===== config.mk =====
export PLATFORM = sky130hd
export DESIGN_NAME = sorted_integer_set_store
export DESIGN_NICKNAME = d
export VERILOG_FILES = /design/src/design/sis_pkg.sv /design/src/design/sis_ram.sv /design/src/design/sis_ctrl.sv /design/src/design/sis_datapath.sv /design/src/design/sorted_integer_set_store.sv
export SDC_FILE = /design/constraint.sdc
export NUM_CORES = 1
export LEC_CHECK = 0
export ABC_AREA = 1
export BUFFER_PORTS_ARGS = -buffer_cell sky130_fd_sc_hd__buf_2
export CORE_MARGIN = 1
export CORE_UTILIZATION = 40
export CTS_CLUSTER_SIZE = 30
export DETAILED_ROUTE_END_ITERATION = 10
export HOLD_SLACK_MARGIN = 0.02
export REMOVE_ABC_BUFFERS = 1
export SLEW_MARGIN = 20
export SYNTH_ARGS = -nofsm -noshare
export SYNTH_HDL_FRONTEND = slang
export SYNTH_SLANG_ARGS = --single-unit

===== constraint.sdc =====
create_clock -name clk -period 4 [get_ports clk]
set_input_delay 0.2 -clock clk [delete_from_list [all_inputs] [get_ports clk]]
set_output_delay 0.2 -clock clk [all_outputs]
set_load 0.01 [all_outputs]

===== src/design/sis_pkg.sv =====
// ----------------------------------------------------------------------------
// sis_pkg
// Shared types and constants for the sorted integer set store: transaction
// payloads, command codes, controller states and control/status bundles.
// ----------------------------------------------------------------------------
package sis_pkg;

    localparam int CAPACITY_DEFAULT = 16;
    localparam int DATA_W           = 32;

    localparam logic [2:0] OP_INSERT = 3'd0;
    localparam logic [2:0] OP_REMOVE = 3'd1;
    localparam logic [2:0] OP_LOOKUP = 3'd2;
    localparam logic [2:0] OP_CLEAR  = 3'd3;
    localparam logic [2:0] OP_LIST   = 3'd4;

    localparam logic STATUS_OK   = 1'b0;
    localparam logic STATUS_FULL = 1'b1;

    typedef struct packed {
        logic [2:0]               command;
        logic signed [DATA_W-1:0] value;
    } in_t;

    typedef struct packed {
        logic                     was_present;
        logic signed [DATA_W-1:0] element;
        logic [4:0]               member_count;
        logic                     status;
        logic                     last;
    } out_t;

    typedef enum logic [3:0] {
        ST_IDLE,
        ST_SCAN,
        ST_DECIDE,
        ST_SHIFT_UP,
        ST_SHIFT_DOWN,
        ST_PUT,
        ST_RESULT,
        ST_LIST_RD,
        ST_LIST_OUT
    } state_t;

    typedef struct packed {
        logic load_item;
        logic scan;
        logic start_up;
        logic start_down;
        logic shift_up;
        logic shift_down;
        logic put_value;
        logic drop_count;
        logic clear_count;
        logic set_reject;
        logic list_start;
        logic list_read;
        logic list_emit;
        logic result_emit;
    } ctl_cmd_t;

    typedef struct packed {
        logic [2:0] op;
        logic       found;
        logic       full;
        logic       count_zero;
        logic       scan_done;
        logic       shift_busy;
        logic       list_last;
        logic       slot_free;
    } ctl_stat_t;

endpackage


===== src/design/sis_ram.sv =====
// ----------------------------------------------------------------------------
// sis_ram
// Generic simple dual-port RAM: one write port, one read port with a
// registered read that holds its data while the read is not enabled.
// ----------------------------------------------------------------------------
module sis_ram #(
    parameter int WIDTH = 32,
    parameter int DEPTH = 16
) (
    input  logic                     clk,
    input  logic                     wr_en,
    input  logic [$clog2(DEPTH)-1:0] wr_addr,
    input  logic [WIDTH-1:0]         wr_data,
    input  logic                     rd_en,
    input  logic [$clog2(DEPTH)-1:0] rd_addr,
    output logic [WIDTH-1:0]         rd_data
);

    logic [WIDTH-1:0] mem [DEPTH];
    logic [WIDTH-1:0] rd_data_reg;

    always_ff @(posedge clk)
    begin
        if (wr_en)
        begin
            mem[wr_addr] <= wr_data;
        end
        if (rd_en)
        begin
            rd_data_reg <= mem[rd_addr];
        end
    end

    assign rd_data = rd_data_reg;

endmodule


===== src/design/sis_ctrl.sv =====
// ----------------------------------------------------------------------------
// sis_ctrl
// Controller state machine: sequences scan, shift, update, list and result
// steps of the datapath for one transaction at a time.
// ----------------------------------------------------------------------------
module sis_ctrl (
    input  logic                clk,
    input  logic                rst_n,
    input  logic                in_valid,
    output logic                in_ready,
    input  sis_pkg::ctl_stat_t  stat,
    output sis_pkg::ctl_cmd_t   cmd
);

    sis_pkg::state_t state_reg;
    sis_pkg::state_t state_next;

    always_ff @(posedge clk or negedge rst_n)
    begin
        if (!rst_n)
        begin
            state_reg <= sis_pkg::ST_IDLE;
        end
        else
        begin
            state_reg <= state_next;
        end
    end

    always_comb
    begin
        state_next = state_reg;
        unique case (state_reg)
            sis_pkg::ST_IDLE:
            begin
                if (in_valid)
                begin
                    state_next = sis_pkg::ST_SCAN;
                end
            end
            sis_pkg::ST_SCAN:
            begin
                if (stat.scan_done)
                begin
                    state_next = sis_pkg::ST_DECIDE;
                end
            end
            sis_pkg::ST_DECIDE:
            begin
                unique case (stat.op)
                    sis_pkg::OP_INSERT:
                    begin
                        if (stat.found || stat.full)
                        begin
                            state_next = sis_pkg::ST_RESULT;
                        end
                        else
                        begin
                            state_next = sis_pkg::ST_SHIFT_UP;
                        end
                    end
                    sis_pkg::OP_REMOVE:
                    begin
                        if (stat.found)
                        begin
                            state_next = sis_pkg::ST_SHIFT_DOWN;
                        end
                        else
                        begin
                            state_next = sis_pkg::ST_RESULT;
                        end
                    end
                    sis_pkg::OP_LIST:
                    begin
                        if (stat.count_zero)
                        begin
                            state_next = sis_pkg::ST_RESULT;
                        end
                        else
                        begin
                            state_next = sis_pkg::ST_LIST_RD;
                        end
                    end
                    default:
                    begin
                        state_next = sis_pkg::ST_RESULT;
                    end
                endcase
            end
            sis_pkg::ST_SHIFT_UP:
            begin
                if (!stat.shift_busy)
                begin
                    state_next = sis_pkg::ST_PUT;
                end
            end
            sis_pkg::ST_SHIFT_DOWN:
            begin
                if (!stat.shift_busy)
                begin
                    state_next = sis_pkg::ST_RESULT;
                end
            end
            sis_pkg::ST_PUT:
            begin
                state_next = sis_pkg::ST_RESULT;
            end
            sis_pkg::ST_RESULT:
            begin
                if (stat.slot_free)
                begin
                    state_next = sis_pkg::ST_IDLE;
                end
            end
            sis_pkg::ST_LIST_RD:
            begin
                state_next = sis_pkg::ST_LIST_OUT;
            end
            sis_pkg::ST_LIST_OUT:
            begin
                if (stat.slot_free)
                begin
                    if (stat.list_last)
                    begin
                        state_next = sis_pkg::ST_IDLE;
                    end
                    else
                    begin
                        state_next = sis_pkg::ST_LIST_RD;
                    end
                end
            end
            default:
            begin
                state_next = sis_pkg::ST_IDLE;
            end
        endcase
    end

    always_comb
    begin
        cmd      = '0;
        in_ready = 1'b0;
        unique case (state_reg)
            sis_pkg::ST_IDLE:
            begin
                in_ready      = 1'b1;
                cmd.load_item = in_valid;
            end
            sis_pkg::ST_SCAN:
            begin
                cmd.scan = 1'b1;
            end
            sis_pkg::ST_DECIDE:
            begin
                unique case (stat.op)
                    sis_pkg::OP_INSERT:
                    begin
                        cmd.set_reject = !stat.found && stat.full;
                        cmd.start_up   = !stat.found && !stat.full;
                    end
                    sis_pkg::OP_REMOVE:
                    begin
                        cmd.start_down = stat.found;
                    end
                    sis_pkg::OP_CLEAR:
                    begin
                        cmd.clear_count = 1'b1;
                    end
                    sis_pkg::OP_LIST:
                    begin
                        cmd.list_start = !stat.count_zero;
                    end
                    default:
                    begin
                    end
                endcase
            end
            sis_pkg::ST_SHIFT_UP:
            begin
                cmd.shift_up = 1'b1;
            end
            sis_pkg::ST_SHIFT_DOWN:
            begin
                cmd.shift_down = 1'b1;
                cmd.drop_count = !stat.shift_busy;
            end
            sis_pkg::ST_PUT:
            begin
                cmd.put_value = 1'b1;
            end
            sis_pkg::ST_RESULT:
            begin
                cmd.result_emit = stat.slot_free;
            end
            sis_pkg::ST_LIST_RD:
            begin
                cmd.list_read = 1'b1;
            end
            sis_pkg::ST_LIST_OUT:
            begin
                cmd.list_emit = stat.slot_free;
            end
            default:
            begin
            end
        endcase
    end

endmodule


===== src/design/sis_datapath.sv =====
// ----------------------------------------------------------------------------
// sis_datapath
// Member store, count, scan compare, shift pointers and the output
// register of the sorted integer set store.
// ----------------------------------------------------------------------------
module sis_datapath #(
    parameter int CAPACITY = sis_pkg::CAPACITY_DEFAULT
) (
    input  logic               clk,
    input  logic               rst_n,
    input  sis_pkg::in_t       in_item,
    input  sis_pkg::ctl_cmd_t  cmd,
    output sis_pkg::ctl_stat_t stat,
    output logic               out_valid,
    input  logic               out_ready,
    output sis_pkg::out_t      out_item
);

    localparam int CW = $clog2(CAPACITY + 1);
    localparam int AW = $clog2(CAPACITY);
    localparam int DW = sis_pkg::DATA_W;

    logic [2:0]           op_reg,       op_next;
    logic signed [DW-1:0] value_reg,    value_next;
    logic [CW-1:0]        count_reg,    count_next;
    logic [CW-1:0]        pos_reg,      pos_next;
    logic                 found_reg,    found_next;
    logic                 reject_reg,   reject_next;
    logic [CW-1:0]        ptr_reg,      ptr_next;
    logic [CW-1:0]        lastrd_reg,   lastrd_next;
    logic                 more_reg,     more_next;
    logic                 pend_reg,     pend_next;
    logic                 out_valid_reg, out_valid_next;
    sis_pkg::out_t        out_item_reg, out_item_next;

    logic          rd_en;
    logic [AW-1:0] rd_addr;
    logic [DW-1:0] rd_data;
    logic          wr_en;
    logic [AW-1:0] wr_addr;
    logic [DW-1:0] wr_data;

    logic [CW-1:0] count_m1;
    logic [CW-1:0] up_addr;
    logic [CW-1:0] down_addr;
    logic [CW-1:0] pos_p1;
    logic [31:0]   count_wide;
    logic          count_zero;
    logic          full;
    logic          scan_ge;
    logic          scan_end;
    logic          slot_free;

    assign count_m1   = count_reg - 1'b1;
    assign up_addr    = lastrd_reg + 1'b1;
    assign down_addr  = lastrd_reg - 1'b1;
    assign pos_p1     = pos_reg + 1'b1;
    assign count_wide = 32'(count_reg);
    assign count_zero = (count_reg == '0);
    assign full       = (count_reg == CW'(CAPACITY));
    assign scan_ge    = pend_reg && ($signed(rd_data) >= value_reg);
    assign scan_end   = pend_reg && (lastrd_reg == count_m1);
    assign slot_free  = !out_valid_reg || out_ready;

    assign stat.op         = op_reg;
    assign stat.found      = found_reg;
    assign stat.full       = full;
    assign stat.count_zero = count_zero;
    assign stat.scan_done  = count_zero || scan_ge || scan_end;
    assign stat.shift_busy = more_reg || pend_reg;
    assign stat.list_last  = (lastrd_reg == count_m1);
    assign stat.slot_free  = slot_free;

    sis_ram #(
        .WIDTH (DW),
        .DEPTH (CAPACITY)
    ) u_store (
        .clk     (clk),
        .wr_en   (wr_en),
        .wr_addr (wr_addr),
        .wr_data (wr_data),
        .rd_en   (rd_en),
        .rd_addr (rd_addr),
        .rd_data (rd_data)
    );

    always_comb
    begin
        op_next        = op_reg;
        value_next     = value_reg;
        count_next     = count_reg;
        pos_next       = pos_reg;
        found_next     = found_reg;
        reject_next    = reject_reg;
        ptr_next       = ptr_reg;
        lastrd_next    = lastrd_reg;
        more_next      = more_reg;
        pend_next      = pend_reg;
        out_valid_next = out_valid_reg;
        out_item_next  = out_item_reg;
        rd_en          = 1'b0;
        rd_addr        = ptr_reg[AW-1:0];
        wr_en          = 1'b0;
        wr_addr        = pos_reg[AW-1:0];
        wr_data        = value_reg;

        if (cmd.load_item)
        begin
            op_next     = in_item.command;
            value_next  = in_item.value;
            ptr_next    = '0;
            pend_next   = 1'b0;
            reject_next = 1'b0;
        end

        if (cmd.scan)
        begin
            rd_en       = 1'b1;
            ptr_next    = ptr_reg + 1'b1;
            lastrd_next = ptr_reg;
            pend_next   = 1'b1;
            priority if (count_zero)
            begin
                found_next = 1'b0;
                pos_next   = '0;
            end
            else if (scan_ge)
            begin
                found_next = ($signed(rd_data) == value_reg);
                pos_next   = lastrd_reg;
            end
            else if (scan_end)
            begin
                found_next = 1'b0;
                pos_next   = count_reg;
            end
        end

        if (cmd.start_up)
        begin
            ptr_next  = count_m1;
            more_next = (count_reg != pos_reg);
            pend_next = 1'b0;
        end

        if (cmd.start_down)
        begin
            ptr_next  = pos_p1;
            more_next = (pos_p1 != count_reg);
            pend_next = 1'b0;
        end

        if (cmd.shift_up || cmd.shift_down)
        begin
            pend_next = more_reg;
            if (more_reg)
            begin
                rd_en       = 1'b1;
                lastrd_next = ptr_reg;
                if (cmd.shift_up)
                begin
                    more_next = (ptr_reg != pos_reg);
                    ptr_next  = ptr_reg - 1'b1;
                end
                else
                begin
                    more_next = (ptr_reg != count_m1);
                    ptr_next  = ptr_reg + 1'b1;
                end
            end
            if (pend_reg)
            begin
                wr_en   = 1'b1;
                wr_data = rd_data;
                wr_addr = cmd.shift_up ? up_addr[AW-1:0] : down_addr[AW-1:0];
            end
        end

        if (cmd.put_value)
        begin
            wr_en      = 1'b1;
            count_next = count_reg + 1'b1;
        end

        if (cmd.drop_count)
        begin
            count_next = count_m1;
        end

        if (cmd.clear_count)
        begin
            count_next = '0;
        end

        if (cmd.set_reject)
        begin
            reject_next = 1'b1;
        end

        if (cmd.list_start)
        begin
            ptr_next = '0;
        end

        if (cmd.list_read)
        begin
            rd_en       = 1'b1;
            lastrd_next = ptr_reg;
            ptr_next    = ptr_reg + 1'b1;
        end

        if (out_ready)
        begin
            out_valid_next = 1'b0;
        end

        if (cmd.result_emit)
        begin
            out_valid_next             = 1'b1;
            out_item_next.was_present  = found_reg;
            out_item_next.element      = '0;
            out_item_next.member_count = count_wide[4:0];
            out_item_next.status       = reject_reg ? sis_pkg::STATUS_FULL : sis_pkg::STATUS_OK;
            out_item_next.last         = 1'b1;
        end

        if (cmd.list_emit)
        begin
            out_valid_next             = 1'b1;
            out_item_next.was_present  = found_reg;
            out_item_next.element      = rd_data;
            out_item_next.member_count = count_wide[4:0];
            out_item_next.status       = sis_pkg::STATUS_OK;
            out_item_next.last         = (lastrd_reg == count_m1);
        end
    end

    always_ff @(posedge clk or negedge rst_n)
    begin
        if (!rst_n)
        begin
            count_reg     <= '0;
            more_reg      <= 1'b0;
            pend_reg      <= 1'b0;
            out_valid_reg <= 1'b0;
        end
        else
        begin
            count_reg     <= count_next;
            more_reg      <= more_next;
            pend_reg      <= pend_next;
            out_valid_reg <= out_valid_next;
        end
    end

    always_ff @(posedge clk)
    begin
        op_reg       <= op_next;
        value_reg    <= value_next;
        pos_reg      <= pos_next;
        found_reg    <= found_next;
        reject_reg   <= reject_next;
        ptr_reg      <= ptr_next;
        lastrd_reg   <= lastrd_next;
        out_item_reg <= out_item_next;
    end

    assign out_valid = out_valid_reg;
    assign out_item  = out_item_reg;

    a_put_not_full: assert property (@(posedge clk) disable iff (!rst_n)
        cmd.put_value |-> (count_reg < CW'(CAPACITY)))
        else $error("insert stored into a full set");

    a_put_count: assert property (@(posedge clk) disable iff (!rst_n)
        cmd.put_value |=> (count_reg == $past(count_reg) + 1'b1))
        else $error("count did not advance after insert");

    a_drop_found: assert property (@(posedge clk) disable iff (!rst_n)
        cmd.drop_count |-> (found_reg && !count_zero))
        else $error("remove of an absent value");

    a_emit_slot: assert property (@(posedge clk) disable iff (!rst_n)
        (cmd.result_emit || cmd.list_emit) |-> slot_free)
        else $error("result loaded over a pending transaction");

    a_port_clash: assert property (@(posedge clk) disable iff (!rst_n)
        (wr_en && rd_en) |-> (wr_addr != rd_addr))
        else $error("store read and written at the same entry");

endmodule


===== src/design/sorted_integer_set_store.sv =====
// ----------------------------------------------------------------------------
// sorted_integer_set_store
// Set of distinct signed 32-bit integers kept in ascending order, with
// insert, remove, lookup, clear and list commands.
// ----------------------------------------------------------------------------
// Input channel in_valid/in_ready carries one command and value per
// transaction; output channel out_valid/out_ready returns results. Every
// command gives one result with last set, except list, which gives one
// result per member in ascending order (last on the final one), or a single
// result with count zero for an empty set.
// Commands run one at a time. A command first scans the members through the
// store's single read port; insert and remove then move the entries above
// the position, one per cycle. List reads one member and returns it before
// reading the next. The next transaction can be accepted in the cycle after
// a command's final result is loaded.
// in_ready is high only while no command is in progress; a finished result
// sits in the output register, so the next transaction is taken while it
// waits. When the receiver stalls, results hold and the controller waits.
// Reset empties the set at once; stored entries need no clearing.
// ----------------------------------------------------------------------------
module sorted_integer_set_store #(
    parameter int CAPACITY = sis_pkg::CAPACITY_DEFAULT
) (
    input  logic          clk,
    input  logic          rst_n,
    input  logic          in_valid,
    output logic          in_ready,
    input  sis_pkg::in_t  in_item,
    output logic          out_valid,
    input  logic          out_ready,
    output sis_pkg::out_t out_item
);

    sis_pkg::ctl_cmd_t  cmd;
    sis_pkg::ctl_stat_t stat;

    sis_ctrl u_ctrl (
        .clk      (clk),
        .rst_n    (rst_n),
        .in_valid (in_valid),
        .in_ready (in_ready),
        .stat     (stat),
        .cmd      (cmd)
    );

    sis_datapath #(
        .CAPACITY (CAPACITY)
    ) u_datapath (
        .clk       (clk),
        .rst_n     (rst_n),
        .in_item   (in_item),
        .cmd       (cmd),
        .stat      (stat),
        .out_valid (out_valid),
        .out_ready (out_ready),
        .out_item  (out_item)
    );

endmodule

==> results.py <==
metrics = {
    "final_layout": {
        "n_antenna_cell": 0,
        "largest_reg_flops": 512,
        "multi_input_area_um2": 6710,
        "nFillCells": 5846,
        "drive_gt1_share_pct": 12.7,
        "instances_no_fill": 3236,
        "area_delta_synth_final_pct": 15.8,
        "final_nets": 2403,
        "layout_common_cells": "edfxtp_1 (624), nor2_1 (369), o21ai_0 (332)",
        "final_common_cell": "edfxtp_1",
        "register_area_um2": 19300,
    },
    "place": {
        "dp_hpwl_um": 39000,
        "dp.cells": 3076,
        "port_buffers": 80,
        "gp_congestion": 0.856,
    },
    "run_status": {
        "violations": "DRC",
        "status": "finished with violations",
    },
    "sta": {
        "timing.fmax_ghz": 0.305,
        "fin_skew_ns": 0.0386,
        "rsz0062_at_grt": "no",
        "min_period_ns": 3.28,
        "slew_viol_final": 0,
        "setup_viol": 0,
        "tightest_slew_ns": 1.15,
        "fin_setup_tns_ns": 0,
        "hold_viol": 0,
        "max_slew_margin_pct": 22.7,
        "fin_crit_sh_pct": 82.0,
    },
    "die": {
        "coreArea_um2": 66100,
        "die_y_um": 261,
        "ios": 81,
        "start_util_pct": 40.7,
        "fp.dieArea_um2": 68300,
        "rows": 94,
        "die_w_um": 261,
    },
    "power_and_ir_drop": {
        "leakagePower_nw": 10.9,
        "cellPowerDensity_nw_per_um2": 733,
        "ir_drop_uv": 507,
    },
    "worst_setup_path": {
        "crit_fanout": 20,
        "critPathArrivalTime_ns": 3.54,
        "cp-end-kind": "flip-flop",
        "path_class": "reg2reg",
        "cp-start-kind": "flip-flop",
        "required_ns": 4.26,
    },
    "clock_tree": {
        "cts.sinks": 648,
        "cts-root-buf": "clkbuf_16",
        "cts_tree": "done",
        "clk_pin_slew_ns": 0.06,
        "cts_buffers": 70,
        "clockBufferDepth": 3,
        "clk_latency_ns": 0.62,
        "htree_levels": 3,
    },
    "drt": {
        "drtPass1Iterations": 11,
        "drc": 2,
        "vias": 17598,
        "viasPerCell": 5.44,
        "drt_wl_total_um": 68500,
        "drtAntennaViolNets": 0,
        "drtIter0Drc": 1819,
        "wire_per_inst_um": 21.2,
    },
    "synthesis": {
        "synth_top_area_share_pct": 69.6,
        "synthCells": 2199,
        "ys.flop_type": "edfxtp_1",
        "yosys_warnings": 0,
        "async_reset_ff_share_pct": 1.85,
        "synthDistinctLibCells": 46,
        "ys_ff_latch": 648,
        "yosysSeqAreaShare_pct": 71.7,
        "synth_top_cell_by_area": "edfxtp_1",
        "synth_area_leaders": "edfxtp_1 (70%), o21ai_0 (6.5%), nor2_1 (5.4%), o22ai_1 (3.7%), nand2_1 (2.2%)",
        "syn_area_um2": 26900,
        "synth_edf_count": 624,
        "syn-mean-instance-area_um2": 12.2,
    },
    "global_routing": {
        "grt_usage_pct": 20.0,
        "grt_pass1_vias": 16918,
        "overflow": 0,
        "grt_max_degree": 157,
        "grt_pass1_wl_um": 102000,
        "antenna_found_initial": 0,
    },
    "min_path": {
        "min-delay-path-class": "in2reg",
    },
    "run": {
        "maxCapViolCount": 0,
    },
}
## routing by layer
metal  wire length [um]  global-route usage (%)  up-vias  share of wire [%]
li1                   -                       -     8215                  -
met1              30200                    28.0     8684                 44
met2              32300                    32.3      597                 47
met3               4360                    3.22      102                6.4
met4               1640                    5.75        0                2.4
met5                  0                       0        -                  0
## synth_stat cells (2+ instances only)
cell and count:
xor2_1 22, dfxtp_1 12, dfrtp_1 12, buf_2 14, inv_2 17, inv_1 119
or2_2 2, nand2_2 5, o22ai_1 159, a21o_1 2, ha_1 39, buf_6 3
buf_4 3, o21ai_1 28, xnor2_1 4, buf_1 11, nor2_2 3, o211ai_1 3
nand2_1 157, nand3_1 31, nor3_1 9, o21ai_2 3, nor2_8 3, a21oi_1 47
nor2_1 385, nor2_4 3, a22oi_1 12, nand4_1 9, o21ai_0 347, edfxtp_1 624
clkbuf_1 95, o221ai_1 2
## through the flow
stage                     total power, mW  setup WS [ns]  hold slack, ns  utilization (%)  area, um2
after floorplan                      14.1          -6.75         -0.0956                -      26400
after global placement               16.8          0.789           0.110             43.3      28700
after detailed placement             17.0          0.747           0.108             43.3      28700
after CTS                            23.0          0.728           0.265             47.1      31100
after global routing                 24.1          0.510           0.278             47.1      31100
final                                22.8          0.719           0.294             47.1      31100
## kinds of logic (layout without fill, tap and decap cells)
family                   Yosys count  after routing  synth area share, %
AO/OA/AOI/OAI                    608            608                 12.4
XOR/XNOR                          27             27                0.907
adder cells (fa/ha/maj)           40             40                 1.89
buffers and inverters            264            437                 3.89
flip-flops                       648            648                 71.7
AND/OR/NAND/NOR                  612            612                 9.30
## critical path, stage by stage (launching register included)
cell     delay, ns
dfrtp_1       0.51
nand2_2       0.15
nor2_8        0.28
inv_2         0.18
ha_1          0.36
a21oi_1       0.14
o21ai_0       0.11
xor2_1        0.17
nand2_1       0.08
o21ai_2       0.07
inv_1         0.08
nand2_1       0.22
nor2_4        0.20
buf_4         0.37
## final cells by class
cell class / instances / area share [%]
multi-input cells: 1287 / 21.5
inverters: 137 / 1.68
repair buffers: 180 / 4.66
flip-flops and latches: 648 / 61.9
clock buffers: 84 / 5.86
clock inverters: 36 / 0.860
well taps: 864 / 3.47
## path summary, 6_finish.rpt
path	startpoint	to	slack (ns)	cells after the start
max	u_ctrl.state_reg[0]	u_datapath.u_store.mem[14][11]	0.72	13
min	in_item[29]	u_datapath.value_reg[29]	0.29	2
max reg2reg	u_ctrl.state_reg[0]	u_datapath.u_store.mem[14][11]	0.72	13
min reg2reg	u_datapath.reject_reg	u_datapath.out_item[1]	0.49	2
max in group asynchronous	rst_n	u_ctrl.state_reg[0]	2.54	4
min in group asynchronous	rst_n	u_datapath.count_reg[4]	0.52	3
## report_power, final
part           internal [mW]  total [mW]  leakage, nW  switching, mW
combinational           2.16        7.43         3.94           5.27
sequential              8.91        9.44         5.91          0.527
clock                   3.34        5.97         1.02           2.63
total                   14.4        22.8         10.9           8.43
## timing repair
action,in CTS,in global routing
hold endpoints to repair,50,0
setup buffers,0,0
gates resized for setup,0,0
setup endpoints to repair,0,0
hold buffers,40,0
No activity file was read; power rests on OpenSTA's default activity.
